--- src/rtl/core/ttbd_pkg.sv ---
`timescale 1ns / 1ps

package ttbd_pkg;

	// Width of the decoded byte counter and its saturation value.
	localparam int CountWidth = 16;
	localparam logic [CountWidth-1:0] CountMax = {CountWidth{1'b1}};

	// Results one character can cause: up to three bytes and one status.
	localparam int MaxBytes = 3;
	localparam int QueueDepth = 4;
	localparam int QueuePtrWidth = $clog2(QueueDepth);

	// Configuration register indexes.
	localparam logic [1:0] RegBaseMode = 2'd0;
	localparam logic [1:0] RegIgnoreBlanks = 2'd1;
	localparam logic [1:0] RegOutCapacity = 2'd2;

	// Encodings.
	localparam logic [1:0] ModeAuto = 2'd0;
	localparam logic [1:0] ModeHex = 2'd1;
	localparam logic [1:0] ModeB64 = 2'd2;
	localparam logic [1:0] ModeText = 2'd3;

	// Status codes.
	localparam logic [2:0] StOk = 3'd0;
	localparam logic [2:0] StShort = 3'd1;
	localparam logic [2:0] StNoPrefix = 3'd2;
	localparam logic [2:0] StBadPrefix = 3'd3;
	localparam logic [2:0] StBadChar = 3'd4;
	localparam logic [2:0] StBadPad = 3'd5;
	localparam logic [2:0] StTruncated = 3'd6;
	localparam logic [2:0] StNoData = 3'd7;

	// Result kinds.
	localparam logic KindData = 1'b0;
	localparam logic KindStatus = 1'b1;

	// Character codes.
	localparam logic [7:0] ChZero = 8'h30;
	localparam logic [7:0] ChUnder = 8'h5f;
	localparam logic [7:0] ChPad = 8'h3d;
	localparam logic [7:0] ChSpace = 8'h20;
	localparam logic [7:0] ChTab = 8'h09;
	localparam logic [7:0] ChPlus = 8'h2b;
	localparam logic [7:0] ChSlash = 8'h2f;

	typedef struct packed {
		logic [7:0] in_char;
		logic       in_last;
	} in_item_t;

	typedef struct packed {
		logic                  out_kind;
		logic [7:0]            out_byte;
		logic [2:0]            status;
		logic [CountWidth-1:0] byte_count;
		logic                  out_last;
	} out_item_t;

	typedef struct packed {
		logic [1:0]            base_mode;
		logic                  ignore_blanks;
		logic [CountWidth-1:0] out_capacity;
	} cfg_t;

	// One character's worth of results, as handed from front to back.
	typedef struct packed {
		logic [MaxBytes-1:0][7:0] bytes;
		logic [1:0]               n_data;
		logic [CountWidth-1:0]    base_count;
		logic                     has_status;
		logic [2:0]               status;
		logic [CountWidth-1:0]    status_count;
	} entry_t;

	// Hex digit value; bit 4 set when the character is a digit.
	function automatic logic [4:0] hex_lookup(input logic [7:0] c);
		logic [4:0] r;
		r = '0;
		if (c inside {[8'h30:8'h39]}) begin
			r = {1'b1, 4'(c - 8'h30)};
		end else if (c inside {[8'h61:8'h66]}) begin
			r = {1'b1, 4'(c - 8'h57)};
		end else if (c inside {[8'h41:8'h46]}) begin
			r = {1'b1, 4'(c - 8'h37)};
		end
		return r;
	endfunction

	// Base64 digit value; bit 6 set when the character is a digit.
	function automatic logic [6:0] b64_lookup(input logic [7:0] c);
		logic [6:0] r;
		r = '0;
		if (c inside {[8'h41:8'h5a]}) begin
			r = {1'b1, 6'(c - 8'h41)};
		end else if (c inside {[8'h61:8'h7a]}) begin
			r = {1'b1, 6'(c - 8'h47)};
		end else if (c inside {[8'h30:8'h39]}) begin
			r = {1'b1, 6'(c + 8'h04)};
		end else if (c == ChPlus) begin
			r = {1'b1, 6'd62};
		end else if (c == ChSlash) begin
			r = {1'b1, 6'd63};
		end
		return r;
	endfunction

endpackage

--- src/rtl/core/ttbd_front.sv ---
`timescale 1ns / 1ps

module ttbd_front (
	input  logic              clk,
	input  logic              arst_n,
	input  ttbd_pkg::cfg_t    cfg,
	input  logic              push,
	input  ttbd_pkg::in_item_t in_data,
	input  logic              q_ready,
	output logic              q_valid,
	output ttbd_pkg::entry_t  q_entry,
	output logic              accept
);

	// Prefix phase codes.
	localparam logic [1:0] PhFirst = 2'd0;
	localparam logic [1:0] PhLetter = 2'd1;
	localparam logic [1:0] PhData = 2'd2;

	// Staged character kinds.
	localparam logic [1:0] KDigit = 2'd0;
	localparam logic [1:0] KPad = 2'd1;
	localparam logic [1:0] KBad = 2'd2;

	logic [1:0]                     phase_q, phase_d;
	logic [1:0]                     base_q, base_d;
	logic [1:0]                     pos_q, pos_d;
	logic [2:0][5:0]                bits_q, bits_d;
	logic [2:0][1:0]                kinds_q, kinds_d;
	logic                           open_q, open_d;
	logic                           seen_q, seen_d;
	logic                           uok_q, uok_d;
	logic [2:0]                     err_q, err_d;
	logic [ttbd_pkg::CountWidth-1:0] count_q, count_d;

	logic [7:0]                     c;
	logic                           last;
	logic [1:0]                     use_base;
	logic                           run_data;
	logic                           blank;
	logic                           skip;
	logic [1:0]                     p;
	logic [1:0]                     kind;
	logic [5:0]                     val;
	logic [4:0]                     hx;
	logic [6:0]                     bx;
	logic [1:0]                     nb;
	logic [ttbd_pkg::MaxBytes-1:0][7:0] byt;
	logic [ttbd_pkg::CountWidth:0]  count_sum;
	logic [ttbd_pkg::CountWidth:0]  probe;
	logic [1:0]                     n_emit;
	logic [2:0]                     st;

	assign c = in_data.in_char;
	assign last = in_data.in_last;
	assign hx = ttbd_pkg::hex_lookup(c);
	assign bx = ttbd_pkg::b64_lookup(c);

	// Classify the character and advance the string state.
	always_comb begin
		phase_d = phase_q;
		base_d = base_q;
		pos_d = pos_q;
		bits_d = bits_q;
		kinds_d = kinds_q;
		open_d = open_q;
		seen_d = seen_q;
		uok_d = uok_q;
		err_d = err_q;
		use_base = base_q;
		run_data = 1'b0;
		blank = 1'b0;
		skip = 1'b0;
		p = pos_q;
		kind = KDigit;
		val = '0;
		nb = '0;
		byt = '0;

		if (err_q == ttbd_pkg::StOk) begin
			case (phase_q)
				PhFirst: begin
					if (cfg.base_mode == ttbd_pkg::ModeAuto) begin
						if (last) begin
							err_d = ttbd_pkg::StShort;
						end else if (c != ttbd_pkg::ChZero) begin
							err_d = ttbd_pkg::StNoPrefix;
						end else begin
							phase_d = PhLetter;
						end
					end else begin
						base_d = cfg.base_mode;
						use_base = cfg.base_mode;
						phase_d = PhData;
						run_data = 1'b1;
					end
				end
				PhLetter: begin
					if (c == 8'h78 || c == 8'h58) begin
						base_d = ttbd_pkg::ModeHex;
					end else if (c == 8'h73 || c == 8'h53) begin
						base_d = ttbd_pkg::ModeB64;
					end else if (c == 8'h74 || c == 8'h54) begin
						base_d = ttbd_pkg::ModeText;
					end else begin
						err_d = ttbd_pkg::StBadPrefix;
					end
					phase_d = PhData;
				end
				default: begin
					run_data = 1'b1;
				end
			endcase
		end

		if (run_data) begin
			if (use_base == ttbd_pkg::ModeText) begin
				nb = 2'd1;
				byt[0] = c;
			end else begin
				blank = use_base == ttbd_pkg::ModeB64 && cfg.ignore_blanks &&
					(c == ttbd_pkg::ChSpace || c == ttbd_pkg::ChTab);
				// Between groups: optional underscore, skipped blanks, or a new group.
				if (!open_q) begin
					uok_d = 1'b0;
					p = 2'd0;
					if (uok_q && c == ttbd_pkg::ChUnder && !last) begin
						skip = 1'b1;
					end else if (blank && seen_q) begin
						skip = 1'b1;
					end else begin
						open_d = 1'b1;
						pos_d = 2'd0;
						bits_d = '0;
						kinds_d = '0;
					end
				end
				if (!skip && !blank) begin
					if (use_base == ttbd_pkg::ModeHex) begin
						kind = hx[4] ? KDigit : KBad;
						val = {2'b00, hx[3:0]};
					end else if (bx[6]) begin
						kind = KDigit;
						val = bx[5:0];
					end else if (c == ttbd_pkg::ChPad) begin
						kind = KPad;
					end else begin
						kind = KBad;
					end
					if ((use_base == ttbd_pkg::ModeHex && p == 2'd1) || p == 2'd3) begin
						// Group complete: decode the staged characters with this one.
						open_d = 1'b0;
						seen_d = 1'b1;
						pos_d = 2'd0;
						bits_d = '0;
						kinds_d = '0;
						if (kinds_q[0] != KDigit || (use_base == ttbd_pkg::ModeHex ?
							kind != KDigit : kinds_q[1] != KDigit)) begin
							err_d = ttbd_pkg::StBadChar;
						end else if (use_base == ttbd_pkg::ModeHex) begin
							nb = 2'd1;
							byt[0] = {bits_q[0][3:0], val[3:0]};
							uok_d = 1'b1;
						end else begin
							byt[0] = {bits_q[0], bits_q[1][5:4]};
							byt[1] = {bits_q[1][3:0], bits_q[2][5:2]};
							byt[2] = {bits_q[2][1:0], val};
							if (kinds_q[2] != KDigit) begin
								if (kinds_q[2] == KPad && kind == KPad) begin
									if (bits_q[1][3:0] != 4'd0) begin
										err_d = ttbd_pkg::StBadPad;
									end else begin
										nb = 2'd1;
									end
								end else begin
									err_d = ttbd_pkg::StBadChar;
								end
							end else if (kind != KDigit) begin
								if (kind == KPad) begin
									if (bits_q[2][1:0] != 2'd0) begin
										err_d = ttbd_pkg::StBadPad;
									end else begin
										nb = 2'd2;
									end
								end else begin
									err_d = ttbd_pkg::StBadChar;
								end
							end else begin
								nb = 2'd3;
							end
						end
					end else begin
						bits_d[p] = val;
						kinds_d[p] = kind;
						pos_d = p + 2'd1;
					end
				end
			end
		end
	end

	// Saturating byte count and the number of bytes within capacity.
	always_comb begin
		count_sum = {1'b0, count_q} + {{(ttbd_pkg::CountWidth - 1){1'b0}}, nb};
		count_d = (count_sum >= {1'b0, ttbd_pkg::CountMax}) ? ttbd_pkg::CountMax :
			count_sum[ttbd_pkg::CountWidth-1:0];
		n_emit = '0;
		for (int k = 0; k < ttbd_pkg::MaxBytes; k++) begin
			probe = {1'b0, count_q} + (ttbd_pkg::CountWidth + 1)'(k);
			if (k < int'(nb) && probe < {1'b0, cfg.out_capacity} &&
				probe < {1'b0, ttbd_pkg::CountMax}) begin
				n_emit = n_emit + 2'd1;
			end
		end
	end

	// End-of-string status.
	always_comb begin
		if (err_d != ttbd_pkg::StOk) begin
			st = err_d;
		end else if (open_d) begin
			st = ttbd_pkg::StTruncated;
		end else if (count_d == '0) begin
			st = ttbd_pkg::StNoData;
		end else begin
			st = ttbd_pkg::StOk;
		end
	end

	// Entry handed to the back end; characters with no result push nothing.
	assign accept = push && q_ready;
	assign q_valid = push && (n_emit != 2'd0 || last);
	always_comb begin
		q_entry.bytes = byt;
		q_entry.n_data = n_emit;
		q_entry.base_count = count_q;
		q_entry.has_status = last;
		q_entry.status = st;
		q_entry.status_count = count_d;
	end

	// String state; the last character returns it to its reset values.
	always_ff @(posedge clk or negedge arst_n) begin
		if (!arst_n) begin
			phase_q <= PhFirst;
			base_q <= '0;
			pos_q <= '0;
			bits_q <= '0;
			kinds_q <= '0;
			open_q <= 1'b0;
			seen_q <= 1'b0;
			uok_q <= 1'b0;
			err_q <= ttbd_pkg::StOk;
			count_q <= '0;
		end else if (accept) begin
			if (last) begin
				phase_q <= PhFirst;
				base_q <= '0;
				pos_q <= '0;
				bits_q <= '0;
				kinds_q <= '0;
				open_q <= 1'b0;
				seen_q <= 1'b0;
				uok_q <= 1'b0;
				err_q <= ttbd_pkg::StOk;
				count_q <= '0;
			end else begin
				phase_q <= phase_d;
				base_q <= base_d;
				pos_q <= pos_d;
				bits_q <= bits_d;
				kinds_q <= kinds_d;
				open_q <= open_d;
				seen_q <= seen_d;
				uok_q <= uok_d;
				err_q <= err_d;
				count_q <= count_d;
			end
		end
	end

endmodule

--- src/rtl/core/ttbd_back.sv ---
`timescale 1ns / 1ps

module ttbd_back (
	input  logic                clk,
	input  logic                arst_n,
	input  logic                q_valid,
	input  ttbd_pkg::entry_t    q_entry,
	output logic                q_ready,
	output logic                empty,
	input  logic                pop,
	output ttbd_pkg::out_item_t out_data
);

	ttbd_pkg::entry_t                  ent_q [ttbd_pkg::QueueDepth];
	logic [ttbd_pkg::QueuePtrWidth-1:0] wr_ptr_q;
	logic [ttbd_pkg::QueuePtrWidth-1:0] rd_ptr_q;
	logic [ttbd_pkg::QueuePtrWidth:0]   cnt_q;
	logic [1:0]                        idx_q;

	ttbd_pkg::entry_t head;
	logic [2:0]       total;
	logic             is_last;
	logic             is_data;
	logic             wr;
	logic             rd;
	logic             rd_entry;

	assign q_ready = cnt_q != ttbd_pkg::QueueDepth[ttbd_pkg::QueuePtrWidth:0];
	assign empty = cnt_q == '0;
	assign wr = q_valid && q_ready;
	assign rd = pop && !empty;

	// Result selection inside the head entry.
	assign head = ent_q[rd_ptr_q];
	assign total = {1'b0, head.n_data} + {2'b00, head.has_status};
	assign is_last = ({1'b0, idx_q} + 3'd1) == total;
	assign is_data = idx_q < head.n_data;
	assign rd_entry = rd && is_last;

	always_comb begin
		out_data.out_last = is_last;
		if (is_data) begin
			out_data.out_kind = ttbd_pkg::KindData;
			out_data.out_byte = head.bytes[idx_q];
			out_data.status = ttbd_pkg::StOk;
			out_data.byte_count = head.base_count +
				{{(ttbd_pkg::CountWidth - 2){1'b0}}, idx_q} + 1'b1;
		end else begin
			out_data.out_kind = ttbd_pkg::KindStatus;
			out_data.out_byte = '0;
			out_data.status = head.status;
			out_data.byte_count = head.status_count;
		end
	end

	// Entry storage.
	always_ff @(posedge clk) begin
		if (wr) begin
			ent_q[wr_ptr_q] <= q_entry;
		end
	end

	// Queue pointers and the result index within the head entry.
	always_ff @(posedge clk or negedge arst_n) begin
		if (!arst_n) begin
			wr_ptr_q <= '0;
			rd_ptr_q <= '0;
			cnt_q <= '0;
			idx_q <= '0;
		end else begin
			if (wr) begin
				wr_ptr_q <= wr_ptr_q + 1'b1;
			end
			if (rd) begin
				if (is_last) begin
					rd_ptr_q <= rd_ptr_q + 1'b1;
					idx_q <= '0;
				end else begin
					idx_q <= idx_q + 2'd1;
				end
			end
			if (wr && !rd_entry) begin
				cnt_q <= cnt_q + 1'b1;
			end else if (!wr && rd_entry) begin
				cnt_q <= cnt_q - 1'b1;
			end
		end
	end

endmodule

--- src/rtl/core/text_to_binary_decoder_core.sv ---
`timescale 1ns / 1ps

// Channel   Direction  Transfer when       Payload
// input     in         push && !full       in_data  (in_char, in_last)
// result    out        pop && !empty       out_data (out_kind, out_byte, status,
//                                                    byte_count, out_last)
// config    in         cfg_we              cfg_index, cfg_data
//
// One character is taken every cycle while the entry queue (four entries) has room.
// An accepted character with results writes one entry into the queue; each result
// leaves as one transfer, so a base64 group with three bytes and status gives four.
// Reset clears the string state, the queue and the registers to their defaults.
// full rises only when four entries wait on a stalled result side.
module text_to_binary_decoder_core (
	input  logic                               clk,
	input  logic                               arst_n,
	input  logic                               push,
	output logic                               full,
	input  ttbd_pkg::in_item_t                 in_data,
	output logic                               empty,
	input  logic                               pop,
	output ttbd_pkg::out_item_t                out_data,
	input  logic                               cfg_we,
	input  logic [1:0]                         cfg_index,
	input  logic [ttbd_pkg::CountWidth-1:0]    cfg_data
);

	ttbd_pkg::cfg_t   cfg_q;
	ttbd_pkg::entry_t q_entry;
	logic             q_valid;
	logic             q_ready;
	logic             accept;

	// Configuration registers.
	always_ff @(posedge clk or negedge arst_n) begin
		if (!arst_n) begin
			cfg_q.base_mode <= ttbd_pkg::ModeAuto;
			cfg_q.ignore_blanks <= 1'b0;
			cfg_q.out_capacity <= ttbd_pkg::CountMax;
		end else if (cfg_we) begin
			case (cfg_index)
				ttbd_pkg::RegBaseMode: cfg_q.base_mode <= cfg_data[1:0];
				ttbd_pkg::RegIgnoreBlanks: cfg_q.ignore_blanks <= cfg_data[0];
				ttbd_pkg::RegOutCapacity: cfg_q.out_capacity <= cfg_data;
				default: ;
			endcase
		end
	end

	assign full = !q_ready;

	ttbd_front u_front (
		.clk     (clk),
		.arst_n  (arst_n),
		.cfg     (cfg_q),
		.push    (push),
		.in_data (in_data),
		.q_ready (q_ready),
		.q_valid (q_valid),
		.q_entry (q_entry),
		.accept  (accept)
	);

	ttbd_back u_back (
		.clk      (clk),
		.arst_n   (arst_n),
		.q_valid  (q_valid && accept),
		.q_entry  (q_entry),
		.q_ready  (q_ready),
		.empty    (empty),
		.pop      (pop),
		.out_data (out_data)
	);

endmodule

--- config.mk ---
export PLATFORM = sky130hd
export DESIGN_NAME = text_to_binary_decoder_core
export DESIGN_NICKNAME = d
export VERILOG_FILES = /design/src/rtl/core/ttbd_pkg.sv /design/src/rtl/core/ttbd_front.sv /design/src/rtl/core/ttbd_back.sv /design/src/rtl/core/text_to_binary_decoder_core.sv
export SDC_FILE = /design/constraint.sdc
export NUM_CORES = 1
export LEC_CHECK = 0
export BUFFER_PORTS_ARGS = -buffer_cell sky130_fd_sc_hd__clkbuf_2
export CAP_MARGIN = 20
export CELL_PAD_IN_SITES_DETAIL_PLACEMENT = 0
export CELL_PAD_IN_SITES_GLOBAL_PLACEMENT = 1
export CORE_MARGIN = 2
export CORE_UTILIZATION = 47
export CTS_CLUSTER_DIAMETER = 30
export DETAILED_ROUTE_END_ITERATION = 12
export PLACE_DENSITY_LB_ADDON = 0.1
export SETUP_SLACK_MARGIN = 0.02
export SYNTH_ARGS = -nofsm -noshare
export SYNTH_HDL_FRONTEND = slang
export SYNTH_SLANG_ARGS = --single-unit
export TNS_END_PERCENT = 5
--- constraint.sdc ---
create_clock -name clk -period 5.82 [get_ports clk]
set_input_delay 0.582 -clock clk [delete_from_list [all_inputs] [get_ports clk]]
set_output_delay 0.582 -clock clk [all_outputs]
set_load 0.05 [all_outputs]
==> run summary <==
Remaining global-route overflow -> 0
First-pass GRT wire length -> 67000 um
Yosys cell types -> 81
R2R setup slack -> 0.37 ns
Setup violators final -> 0
Placer congestion estimate -> 0.879
Post-synthesis cell type with the largest combined area -> edfxtp_1
Fin. max-slew vios -> 0
RSZ-0062 raised after global routing -> no
P_sw -> 4.27 mW
Vias in the first global route -> 11.5k
Slew HR -> 0.381
Syn Nets -> 1459
Failing checks -> DRC
# IOs -> 63
Post-synth EDFFs -> 248
Hold/Removal Path Class -> in2reg
Filler cells -> 2944
Initial antenna violation count -> 1
CTS Sinks -> 328
WHS -> 0.231 ns
Cells after Synth -> 1348
Comb power frac -> 0.371
Num rows -> 69
Main synth FF type -> edfxtp_1
Initial Util -> 0.478
Die width -> 194 um
Die area -> 0.0378 mm^2
CTS root buf -> clkbuf_16
Starting DRT DRC Count -> 896
Switching Share -> 0.387
Clk_skew -> 0.0216 ns
WP data required -> 6.32 ns
Sequential share of power -> 0.287
Flops & latches, synth -> 328
PD cells -> 536 mW/mm^2
Mapped Area -> 0.0170 mm^2
Largest net degree at the start of global routing -> 63
Drt wl/cell -> 21.4 um
Total GRT Usage -> 0.233
DR vias -> 11.4k
Vias/cell -> 5.70
Post-layout min period -> 5.45 ns
Core ar. -> 0.0357 mm^2
Fin crit share -> 0.937
Clock Latency Late Sink -> 0.58 ns
Final Hold Vio Count -> 0
Area Growth Syn to Fin -> 20.9%
Post-DP HPWL -> 29500 um
Asr flop ratio synth -> 0.244
Multi-input gate area -> 0.00711 mm^2
Residual DRC -> 3
Synth top area share -> 0.437
Post-synthesis sequential area ratio -> 0.556
Placed insts -> 1869
Fmax -> 183 MHz
Remaining antenna violation count -> 0
Type of destination of the critical path -> register
Layout cell share with drive strength beyond 1 -> 0.240
Ant diodes -> 0
Synth Area per Inst -> 12.6 um^2
Peak supply drop -> 0.330 mV
TritonCTS buffer count -> 69
Final wirelength -> 42700 um
Area occupied by registers -> 0.00947 mm^2
Synth Warn # -> 0
CP arrival -> 5.95 ns
Non-filler instance count after layout -> 1998
Internal Power -> 6.77 mW
Status -> complete, but fails checks
Clk buf depth -> 3
PortBufs -> 62
CTS tree -> built
Crit Path Category -> reg2reg
Type of origin of the critical path -> register
Synth area leaders -> edfxtp_1 (44%), dfrtp_1 (9.4%), mux4_2 (8.1%), ha_1 (5.6%), dfstp_2 (2.5%)
Die H -> 194 um
Max-cap viol count -> 0
Worst-path clk slew -> 0.05 ns
Clk pwr share -> 0.341
Crit path max fanout -> 7
Most frequent cells in the layout -> edfxtp_1 (248), nand2_1 (98), nor2_1 (93)
Initial DRT Pass Iterations -> 11
Htree depth -> 3
Pleak -> 8.29 nW
Nets -> 1592
Worst slew pin tran -> 0.924 ns
Leading cell type in the layout, fill and taps excluded -> edfxtp_1
[area by class of cell]
type                            count  area share
Multi-Input combinational cell    893       0.345
Inverter                           58      0.0106
Tap cell                          461      0.0280
Timing Repair Buffer              131      0.0451
Clock buffer                       80      0.0879
Sequential cell                   328       0.460
Clock inverter                     47      0.0229
[critical path, stage by stage (launching register included)]
cell       delay [ns]
dfrtp_1          0.45
or4_1            0.66
or2_1            0.34
a211oi_2         0.34
nand3_2          0.18
or3_1            0.41
a31o_1           0.31
a2111oi_1        0.45
nand2_1          0.12
ha_1             0.36
and3_1           0.22
a211oi_4         0.38
ha_1             0.26
inv_1            0.06
fa_1             0.37
xor2_1           0.17
nor2_1           0.11
xor2_1           0.17
[power by group through the flow]
stage                     Combinational, mW  Sequential, mW  Clock (mW)
after detailed placement               4.05            3.22           0
after floorplan                        3.08            3.08           0
after global routing                   4.44            3.22        3.94
after CTS                              4.06            3.18        3.82
after global placement                 4.03            3.20           0
final                                  4.10            3.17        3.77
[routing by layer]
layer | up-vias | wire (um) | GRT usage
li1 | 5386 | - | -
met1 | 5622 | 20800 | 0.345
met2 | 313 | 18800 | 0.349
met3 | 61 | 2330 | 0.0416
met4 | 0 | 788 | 0.0741
met5 | - | 0 | 0
[sequential cells by signal, indices dropped and copies added (netlist names), 2 cells and up]
register         cells
u_back.idx_q         2
u_front.pos_q        2
u_front.err_q        3
u_back.wr_ptr_q      2
u_back.rd_ptr_q      2
u_back.cnt_q         3
u_front.bits_q      18
u_front.base_q       2
u_front.kinds_q      6
u_back.ent_q       248
u_front.phase_q      2
cfg_q               19
u_front.count_q     16
[timing repair]
action,in CTS,in global routing
setup endpoints to repair,0,10
buffers inserted,0,0
resized for setup,0,4
endpoints found under the hold margin,32,0
hold buffers,1,0
[cell usage after synthesis, types with 21 or more instances]
library cell  count
edfxtp_1        248
ha_1             76
nor3_1           22
inv_1            58
xor2_1           39
mux2_2           24
a21oi_1          59
and2_1           34
clkbuf_1         45
nor2_1           93
nand3_1          32
nand4_1          21
mux4_2           61
dfrtp_1          64
o21ai_0          50
xnor2_1          31
nand2_1          98
[cells by family after synthesis]
family | count (synthesis) | synth area share
flops | 328 | 0.556
buf+inv | 127 | 0.0285
fa+ha+maj | 79 | 0.0594
mux | 99 | 0.105
simple gates | 394 | 0.116
compound gates | 251 | 0.0986
xor+xnor | 70 | 0.0360
[per-stage QoR]
stage	total power, mW	cell area (um^2)	setup WS, ns	setup TNS, ns	util
final	11.0	20600	0.369	0	0.577
after global routing	11.6	20600	0.0345	0	0.577
after global placement	7.23	18200	0.262	0	0.512
after floorplan	6.16	17000	-0.427	-79.50	-
after CTS	11.1	20500	0.177	0	0.576
after detailed placement	7.26	18200	0.0715	0	0.512
[final timing paths]
kind / startpoint / endpoint / cells past startpoint
hold / removal: cfg_data[1] / cfg_q[18]$_DFFE_PN0P_ / 3
max in group asynchronous: arst_n / u_front.count_q[11]$_DFFE_PN0P_ / 3
setup reg to reg: u_front.phase_q[1]$_DFFE_PN0P_ / u_back.cnt_q[2]$_DFFE_PN0P_ / 17
setup / recovery: u_front.phase_q[1]$_DFFE_PN0P_ / u_back.cnt_q[2]$_DFFE_PN0P_ / 17
hold reg to reg: u_front.seen_q$_DFFE_PN0P_ / u_front.seen_q$_DFFE_PN0P_ / 1
min in group asynchronous: arst_n / u_front.bits_q[11]$_DFFE_PN0P_ / 2
(Power assumes the default switching activity.)
